<file path="config.mk">
export PLATFORM = sky130hd
export DESIGN_NAME = bwsu_stage
export DESIGN_NICKNAME = d
export VERILOG_FILES = /design/src/rtl/bwsu_pkg.sv /design/src/rtl/bwsu_stage.sv
export SDC_FILE = /design/constraint.sdc
export NUM_CORES = 1
export LEC_CHECK = 0
export BUFFER_PORTS_ARGS = -buffer_cell sky130_fd_sc_hd__buf_2
export CORE_UTILIZATION = 39
export CTS_CLUSTER_DIAMETER = 120
export DETAILED_ROUTE_END_ITERATION = 16
export GPL_ROUTABILITY_DRIVEN = 0
export PLACE_DENSITY = 0.85
export RECOVER_POWER = 25
export SLEW_MARGIN = 20
export SYNTH_ARGS = -nofsm -noshare
export SYNTH_HDL_FRONTEND = slang
export SYNTH_SLANG_ARGS = --single-unit
</file>
<file path="constraint.sdc">
create_clock -name clock -period 2.63 [get_ports clock]
set_clock_uncertainty 0.1 [all_clocks]
set_input_delay 0.263 -clock clock [delete_from_list [all_inputs] [get_ports clock]]
set_output_delay 0.263 -clock clock [all_outputs]
set_load 0.03 [all_outputs]
</file>
<file path="src/rtl/bwsu_pkg.sv">
// shared constants and the partial binomial sum function for the
// bounded weight string unrank block; depends on nothing
package bwsu_pkg;

   localparam int RANK_W    = 33;   // width of the one-based rank
   localparam int BITS_W    = 32;   // width of the decoded string port
   localparam int CFG_W     = 6;    // width of each configuration register
   localparam int CSR_IDX_W = 2;    // width of the register index
   localparam int TAB_N     = 64;   // columns kept by the elaboration-time table
   localparam int TAB_W     = 64;   // width of an exact table entry

   localparam logic [CSR_IDX_W-1:0] REG_BIT_COUNT = CSR_IDX_W'(0);
   localparam logic [CSR_IDX_W-1:0] REG_MAX_ONES  = CSR_IDX_W'(1);

   // ranks never exceed 2^33 - 1, so table entries are clipped at 2^33
   localparam logic [RANK_W:0] W_LIMIT = {1'b1, {RANK_W{1'b0}}};

   // number of i-bit strings with at most j ones, clipped at W_LIMIT;
   // only ever called with constant arguments
   function automatic logic [RANK_W:0] wsum_sat(input int i, input int j);
      logic [TAB_W-1:0] row [0:TAB_N-1];
      logic [TAB_W-1:0] w;
      for (int c = 0; c < TAB_N; c++) begin
         row[c] = TAB_W'(1);
      end
      for (int r = 1; r <= i; r++) begin
         // descending so row[c-1] still holds the previous row
         for (int c = TAB_N - 1; c >= 1; c--) begin
            row[c] = row[c] + row[c-1];
         end
      end
      w = row[j];
      if (w > TAB_W'(W_LIMIT)) begin
         return W_LIMIT;
      end
      return w[RANK_W:0];
   endfunction

endpackage

</file>
<file path="src/rtl/bwsu_stage.sv">
// one bit position of the unrank pipeline: compare the remaining rank with
// the partial binomial sum of this row, subtract and set the bit; uses bwsu_pkg
module bwsu_stage #(
   parameter int MAX_BITS = 32,
   parameter int POS      = 0
) (
   input  logic                            clock,
   input  logic                            reset,
   input  logic                            in_valid,
   input  logic [bwsu_pkg::RANK_W-1:0]     in_rank,
   input  logic [$clog2(MAX_BITS+1)-1:0]   in_len,
   input  logic [$clog2(MAX_BITS+1)-1:0]   in_ones,
   input  logic [MAX_BITS-1:0]             in_word,
   input  logic                            in_bad,
   output logic                            out_valid,
   output logic [bwsu_pkg::RANK_W-1:0]     out_rank,
   output logic [$clog2(MAX_BITS+1)-1:0]   out_len,
   output logic [$clog2(MAX_BITS+1)-1:0]   out_ones,
   output logic [MAX_BITS-1:0]             out_word,
   output logic                            out_bad
);

   localparam int NW = $clog2(MAX_BITS + 1);

   logic [bwsu_pkg::RANK_W:0]   row [0:MAX_BITS];
   logic [bwsu_pkg::RANK_W:0]   w;
   logic                        take;

   logic                        valid_ff;
   logic [bwsu_pkg::RANK_W-1:0] rank_ff, rank_in;
   logic [NW-1:0]               len_ff;
   logic [NW-1:0]               ones_ff, ones_in;
   logic [MAX_BITS-1:0]         word_ff, word_in;
   logic                        bad_ff, bad_in;

   // row POS of the table, one constant per weight bound
   for (genvar j = 0; j <= MAX_BITS; j++) begin : g_row
      localparam logic [bwsu_pkg::RANK_W:0] WV = bwsu_pkg::wsum_sat(POS, j);
      assign row[j] = WV;
   end

   always_comb begin
      w    = row[in_ones];
      // positions at or above the string length are skipped
      take = (in_len > NW'(POS)) && ({1'b0, in_rank} > w);
      rank_in = in_rank;
      ones_in = in_ones;
      word_in = in_word;
      bad_in  = in_bad;
      if (take) begin
         rank_in = in_rank - w[bwsu_pkg::RANK_W-1:0];
         word_in = in_word | (MAX_BITS'(1) << POS);
         if (in_ones != '0) begin
            ones_in = in_ones - NW'(1);
         end else begin
            // a one beyond the weight bound means the rank was too large
            bad_in = 1'b1;
         end
      end
   end

   always_ff @(posedge clock) begin
      if (reset) begin
         valid_ff <= 1'b0;
      end else begin
         valid_ff <= in_valid;
      end
   end

   always_ff @(posedge clock) begin
      rank_ff <= rank_in;
      len_ff  <= in_len;
      ones_ff <= ones_in;
      word_ff <= word_in;
      bad_ff  <= bad_in;
   end

   assign out_valid = valid_ff;
   assign out_rank  = rank_ff;
   assign out_len   = len_ff;
   assign out_ones  = ones_ff;
   assign out_word  = word_ff;
   assign out_bad   = bad_ff;

endmodule

</file>
==> flow_metrics.py, run 1 <==
metrics = {
    "status": {
        "status": "completed",
    },
    "layout": {
        "nets": 548,
        "area_growth_pct": 57.4,
        "regArea_um2": 1580,
        "fillers": 493,
        "drive_gt1_share_pct": 40.2,
        "multi_input_area_um2": 1060,
        "n_antenna_cell": 0,
    },
    "timing": {
        "min_period_ns": 2.31,
        "finalSetupViolCount": 0,
        "finalSetupTns_ns": 0,
        "rsz0062_at_grt": "false",
        "slew_violations": 0,
        "hold_viol": 0,
        "min_period_over_period_pct": 88.0,
        "whs_ns": 0.0167,
        "worstMarginPinSlew_ns": 0.590,
        "slew_headroom_pct": 60.3,
        "fmaxAchievable_mhz": 432,
        "fin_ws_ns": 0.315,
    },
    "critical_path": {
        "worst-path-max-fanout": 14,
        "required_ns": 2.76,
        "cp_top_family": "simple AND/OR/NAND/NOR gates",
        "end_kind": "flip-flop",
        "slowest_stage": "or4_4",
        "timing_worst_setup_path_type": "input pin to flip-flop",
        "start_kind": "input pin",
        "max_stage_delay_ns": 0.57,
        "critPathBufInv": 3,
        "cp.arrival_ns": 2.44,
        "cp_cell_sequence": "buf_2 -> or4_4 -> or4_4 -> nor4b_4 -> buf_4 -> buf_4 -> nor2_1 -> xor2_1",
    },
    "synth": {
        "synth_edf_count": 0,
        "synth_cells": 247,
        "post_synth_num_cell_types": 37,
        "syn_nets": 332,
        "synth.avg_cell_area_um2": 10.9,
        "synth_top_area_cell": "dfxtp_1",
        "synth_area_leaders": "dfxtp_1, xor2_1, nor4_1",
        "ys.flop_type": "dfxtp_1",
        "ys_async_sr_fraction_pct": 0,
        "ys_seq_area_share_pct": 58.7,
        "synth_area_um2": 2700,
        "netlist.area_leader.share_pct": 58.7,
        "yosys_warnings": 0,
        "synth-seq-cells": 79,
    },
    "global_route": {
        "grt_usage_pct": 24.3,
        "grt_pass1_vias": 2724,
        "grt.overflow.total": 0,
        "grt_max_degree": 17,
        "grt_pass1_wl_um": 13500,
        "antenna_found_initial": 0,
    },
    "drt": {
        "routedWlPerCell_um": 16.2,
        "wl_um": 8850,
        "num_vias": 2687,
        "drtIter0Drc": 110,
        "drc": 0,
        "ant_nets": 0,
        "firstDrtPassIters": 4,
        "vias_per_cell": 4.93,
    },
    "power": {
        "p_leak_uw": 0.00202,
        "vdd_drop_max_mv": 0.358,
        "power_density_nw_per_um2": 628,
    },
    "die": {
        "die_width_um": 85.1,
        "core-area_um2": 6490,
        "die_y_um": 85.1,
        "initial_core_util_pct": 41.5,
        "ios": 160,
        "num_rows": 29,
        "die_area_um2": 7250,
    },
    "clock_network": {
        "clk_pin_slew_ns": 0.09,
        "cts_setup_buffers": 0,
        "cts-resized-gates": 0,
        "cts_tree": "yes",
        "root_buffer": "clkbuf_8",
        "cts_made_buffers": 9,
        "cts_max_level": 3,
        "cts_buffer_depth": 2,
        "cts_hold_buf": 40,
        "clock_sinks": 79,
    },
    "worst_hold_path": {
        "hold_class": "input pin to flip-flop",
    },
    "placed_design": {
        "dp_hpwl_um": 5900,
        "io_buffers": 159,
        "pre_cts_ws_ns": -0.0398,
    },
    "run": {
        "drv_cap": 0,
    },
}
where the power goes:
part           internal (uW)  switching [uW]  total, uW
Combinational            163             267        430
Clock                    459             490        949
Sequential              1270            19.6       1280
cell families after synthesis:
kind of cell,synth area share (%)
and+or+nand+nor,23.2
DFF,58.7
xor gates and xnor gates,10.4
muxes,0.928
adders and majority gates,1.86
AOI/OAI and AO/OA,2.97
buffers and inverters,2.00
cells in the final DEF, fill, tap and decap left out, types with 5 or more instances in the layout:
master and instances:
nand4_1 8, nand2_1 7, clkbuf_1 10, dlygate4sd3_1 40, xor2_1 30, buf_2 148
or4_1 6, dfxtp_1 79, nor2_1 20, o21ai_0 5, nor4_1 14, or3_1 11
nor3_1 17, buf_4 13, clkbuf_8 9
sequential cells by signal, indices dropped and copies added, names as in the netlist:
signal and cells:
out_len 6, out_bad 1, out_valid 1, out_word 32
out_ones 6, out_rank 33
metal layers:
layer / track usage (%) / vias up / part of all wire [%]
met5: 0 / - / 0
met4: 7.70 / 0 / 2.2
met2: 45.0 / 141 / 52
met3: 7.88 / 19 / 8.4
li1: - / 1294 / -
met1: 26.1 / 1233 / 38
final timing paths:
| check | startpoint | end | slack (ns) | cells past startpoint |
|---|---|---|---|---|
| worst max-delay path | in_rank[4] | out_rank[29] | 0.32 | 8 |
| worst min-delay path | in_rank[21] | out_rank[21] | 0.02 | 2 |
area by class of cell:
type / instances / share of cell area (%)
Clock buffer: 9 / 2.92
Clock inverter: 7 / 1.98
Inverter: 4 / 0.354
Multi-Input combinational cell: 157 / 25.0
Sequential cell: 79 / 37.3
Tap cell: 77 / 2.27
Timing Repair Buffer: 212 / 30.2
synthesized netlist by cell type, types with 2 or more instances:
cell type,count
a21oi_1,2
xnor2_1,2
dfxtp_1,79
o21ai_1,4
nor2b_1,2
o21ai_0,5
nor4_1,14
or4_1,6
nor2_1,20
nand2_1,7
or4_4,3
or2_2,4
or3_1,11
nor3_1,17
ha_1,4
inv_1,4
nand4_1,8
nand2b_1,2
xor2_1,30
clkbuf_1,3
nand3_1,4
per-stage QoR:
step           instance area [um^2]  utilization, %  instances  total power, uW
6_report                       4240            65.3        545             2660
5_1_grt                        4240            65.3        545             2760
4_1_cts                        4250            65.5        545             2660
3_5_place_dp                   3650            56.1        489             1690
3_3_place_gp                   3650            56.1        489             1680
2_1_floorplan                  2700               -        247             1510
No activity file was read; power rests on OpenSTA's default activity.
==> inputs of run 2 (changes only) <==
Settings changed: CORE_UTILIZATION 39 to 30, PLACE_DENSITY 0.85 to 0.7.
==> flow_metrics.py, run 2 (synthesis results as in run 1) <==
metrics = {
    "drt": {
        "drc": 0,
        "routedWlPerCell_um": 13.7,
        "vias_per_cell": 4.50,
        "firstDrtPassIters": 4,
        "num_vias": 2604,
        "ant_nets": 0,
        "drtIter0Drc": 106,
        "wl_um": 7930,
    },
    "timing": {
        "fmaxAchievable_mhz": 437,
        "slew_violations": 0,
        "whs_ns": 0.0222,
        "finalSetupViolCount": 0,
        "min_period_ns": 2.29,
        "min_period_over_period_pct": 87.0,
        "worstMarginPinSlew_ns": 0.472,
        "hold_viol": 0,
        "slew_headroom_pct": 67.7,
        "rsz0062_at_grt": "false",
    },
    "placed_design": {
        "dp_hpwl_um": 5720,
        "io_buffers": 159,
    },
    "layout": {
        "n_antenna_cell": 0,
        "nets": 551,
        "layout_commonest_cell": "buf_2",
        "area_growth_pct": 60.0,
        "largest_reg_flops": 33,
        "final_util_pct": 49.4,
        "most-common-layout-cells": "buf_2, dfxtp_1, dlygate4sd3_1",
        "fillers": 791,
        "drive_gt1_share_pct": 40.8,
    },
    "status": {
        "status": "completed",
    },
    "power": {
        "vdd_drop_max_mv": 0.300,
        "power_density_nw_per_um2": 603,
        "seqPwrFrac_pct": 49.3,
        "clkPwrFrac_pct": 34.4,
        "intPower_uw": 1870,
        "switchingPower_uw": 728,
        "swShare_pct": 28.0,
        "combPwrFrac_pct": 16.3,
        "p_leak_uw": 0.00203,
    },
    "clock_network": {
        "cts-resized-gates": 0,
        "clk_pin_slew_ns": 0.09,
        "clock_sinks": 79,
        "cts_setup_buffers": 0,
        "cts_tree": "yes",
        "cts_max_level": 3,
        "cts_buffer_depth": 2,
        "cts_made_buffers": 9,
        "root_buffer": "clkbuf_8",
    },
    "critical_path": {
        "start_kind": "input pin",
        "end_kind": "flip-flop",
        "timing_worst_setup_path_type": "input pin to flip-flop",
        "worst-path-max-fanout": 17,
        "cp.arrival_ns": 2.42,
        "required_ns": 2.76,
    },
    "worst_hold_path": {
        "holdPathEnd": "out_rank[5]",
        "min_from": "in_rank[5]",
        "hold_class": "input pin to flip-flop",
        "holdPathStages": 2,
    },
    "die": {
        "die_area_um2": 9370,
        "initial_core_util_pct": 30.9,
        "ios": 160,
        "die_y_um": 96.8,
        "core-area_um2": 8720,
        "num_rows": 34,
        "die_width_um": 96.8,
    },
    "global_route": {
        "antenna_found_initial": 1,
        "grt_max_degree": 18,
        "grt_pass1_wl_um": 12500,
        "grt_pass1_vias": 2568,
        "grt.overflow.total": 0,
        "grt_usage_pct": 17.0,
    },
    "run": {
        "drv_cap": 0,
    },
}
==> run 2: critical path, cell delays in order <==
cell and delay, ns:
buf_2 0.10, or4_4 0.57, or4_4 0.56, nor4b_4 0.37
buf_12 0.19, nor2_1 0.06, mux2_4 0.29
==> run 2: final cells by class <==
type                    instances  area (um^2)  area share (%)
clock buffers                  10          128            2.96
flip-flops and latches         79         1580            36.7
clock inverters                 6         70.1            1.63
well taps                     108          135            3.13
repair buffers                215         1320            30.7
multi-input cells             157         1060            24.6
inverters                       4         15.0           0.348
==> run 2: through the flow <==
stage	setup TNS [ns]	std cells	total power, uW	area [um^2]	setup slack, ns
after floorplan	0	247	1510	2700	0.151
after global placement	0	522	1680	3710	0.0161
after detailed placement	-0.0176	522	1690	3710	-0.0176
after CTS	0	579	2640	4320	0.356
after global routing	0	579	2720	4310	0.246
final	0	579	2600	4310	0.343
==> run 2: timing repair <==
item / in CTS / in global routing
hold buffers: 41 / 0
endpoints found under the setup margin: 0 / 0
hold endpoints to repair: 41 / 0
==> run 2: worst max-delay path by stage <==
| stage | startpoint | endpoint | slack (ns) | depth (start not counted) |
|---|---|---|---|---|
| 6_report | in_rank[4] | out_ones[5] | 0.34 | 7 |
| 5_1_grt | in_len[5] | out_rank[14] | 0.25 | 8 |
| 4_1_cts | in_rank[4] | out_ones[5] | 0.36 | 7 |
| 3_5_place_dp | in_rank[4] | out_ones[5] | -0.02 | 7 |
| 3_3_place_gp | in_rank[4] | out_ones[5] | 0.02 | 7 |
| 2_1_floorplan | in_rank[4] | out_ones[5] | 0.15 | 6 |
==> run 2: power by group through the flow <==
stage,logic [uW],clock network (uW),registers (uW)
after CTS,425,928,1280
final,425,895,1280
after global routing,451,981,1290
after detailed placement,377,0,1310
after global placement,373,0,1310
after floorplan,58.8,0,1450
==> run 2: routing by layer <==
metal	GRT usage [%]	up-vias	part of all wire, %
met5	0	-	0
met4	6.31	0	1.8
met3	5.35	11	7.6
met2	28.7	113	47
met1	20.2	1175	43
li1	-	1305	-
==> inputs of run 3 (changes only) <==
Settings changed: CELL_PAD_IN_SITES_DETAIL_PLACEMENT from default to 1, CELL_PAD_IN_SITES_GLOBAL_PLACEMENT from default to 1, CORE_UTILIZATION 30 to 28, GPL_TIMING_DRIVEN from default to 0, PLACE_DENSITY 0.7 to 0.84.
==> flow_metrics.py, run 3 (synthesis results as in run 1) <==
metrics = {
    "timing": {
        "slew_violations": 0,
        "finalSetupViolCount": 0,
        "rsz0062_at_grt": "false",
        "hold_viol": 0,
        "fmaxAchievable_mhz": 399,
        "min_period_over_period_pct": 95.4,
        "whs_ns": 0.0281,
        "worstMarginPinSlew_ns": 0.614,
        "min_period_ns": 2.51,
        "slew_headroom_pct": 58.7,
    },
    "clock_network": {
        "cts_setup_buffers": 0,
        "root_buffer": "clkbuf_8",
        "cts_buffer_depth": 2,
        "cts_made_buffers": 9,
        "cts_tree": "yes",
        "cts_max_level": 3,
        "clk_pin_slew_ns": 0.08,
        "clock_sinks": 79,
    },
    "critical_path": {
        "timing_worst_setup_path_type": "input pin to flip-flop",
        "start_kind": "input pin",
        "required_ns": 2.75,
        "worst-path-max-fanout": 10,
        "cp.arrival_ns": 2.63,
        "startpoint": "in_rank[15]",
        "end_kind": "flip-flop",
    },
    "drt": {
        "drtIter0Drc": 71,
        "num_vias": 2668,
        "firstDrtPassIters": 4,
        "routedWlPerCell_um": 16.6,
        "drc": 0,
        "vias_per_cell": 4.51,
        "ant_nets": 0,
        "wl_um": 9800,
        "wl_met2_um": 5060,
        "m1WireLength_um": 3940,
        "highest_layer": "met4",
        "wl_met3_um": 686,
    },
    "power": {
        "vdd_drop_max_mv": 0.269,
        "swShare_pct": 27.4,
        "seqPwrFrac_pct": 47.5,
        "switchingPower_uw": 740,
        "clkPwrFrac_pct": 36.8,
        "p_leak_uw": 0.00198,
        "combPwrFrac_pct": 15.8,
        "power_density_nw_per_um2": 634,
        "intPower_uw": 1970,
    },
    "global_route": {
        "antenna_found_initial": 0,
        "grt_pass1_wl_um": 14700,
        "grt.overflow.total": 0,
        "grt_max_degree": 15,
        "grt_pass1_vias": 2851,
        "grt_usage_pct": 19.5,
    },
    "die": {
        "initial_core_util_pct": 29.0,
        "die_width_um": 100,
        "ios": 160,
        "die_y_um": 100,
        "num_rows": 35,
        "die_area_um2": 10000,
        "core-area_um2": 9280,
    },
    "layout": {
        "largest_reg_flops": 33,
        "most-common-layout-cells": "buf_2, dfxtp_1, dlygate4sd3_1",
        "layout_commonest_cell": "buf_2",
        "area_growth_pct": 58.4,
        "drive_gt1_share_pct": 38.7,
        "stdcell_area_um2": 4270,
        "n_antenna_cell": 0,
        "fin_cells": 591,
        "nets": 542,
    },
    "worst_hold_path": {
        "min_from": "in_rank[21]",
        "hold_class": "input pin to flip-flop",
    },
    "status": {
        "status": "completed",
    },
    "placed_design": {
        "io_buffers": 159,
        "placed_area_um2": 3650,
        "dp_hpwl_um": 6600,
        "place_inst": 535,
    },
    "run": {
        "drv_cap": 0,
    },
}
-- run 3: routing by layer --
layer	up-vias	global-route usage (%)
met3	12	4.53
met5	-	0
met1	1259	21.4
met4	0	5.46
met2	113	37.1
li1	1284	-
-- run 3: layout make-up --
type | count | area (um^2)
fill | 1110 | 5020
sequential | 79 | 1580
tap | 129 | 161
clock buffer | 10 | 128
inverter | 4 | 15.0
multi-input combinational | 157 | 1070
buffer | 7 | 38.8
clock inverter | 6 | 92.6
timing repair buffer | 199 | 1180
-- run 3: worst max-delay path: stages --
cell and delay (ns):
buf_2 0.12, or4_4 0.58, or4_4 0.60, nor4b_4 0.45, buf_6 0.22, buf_4 0.18
nor2_1 0.07, xor2_1 0.14
-- run 3: worst paths after layout --
check / cells past startpoint / slack, ns / to
hold / removal: 2 / 0.03 / out_rank[21]
setup / recovery: 8 / 0.12 / out_rank[25]
-- run 3: power groups by stage --
stage	logic, uW	clock network, uW	registers (uW)
after floorplan	58.8	0	1450
after global placement	368	0	1310
after detailed placement	374	0	1310
after CTS	423	1040	1280
after global routing	454	1080	1290
final	426	994	1290
-- run 3: per-stage QoR --
step	setup WS [ns]	TNS (ns)	power, uW	util [%]
2_1_floorplan	0.151	0	1510	-
3_5_place_dp	-0.301	-7.16	1680	39.3
4_1_cts	0.0698	0	2740	46.0
5_1_grt	0.0445	0	2820	46.0
6_report	0.122	0	2710	46.0
3_3_place_gp	-0.267	-5.93	1680	39.3
-- run 3: what timing repair did --
action / 4_1_cts / 5_1_grt
hold buffers: 40 / 0
hold endpoints to repair: 40 / 0
setup endpoints to repair: 0 / 9
gates resized for setup: 0 / 1
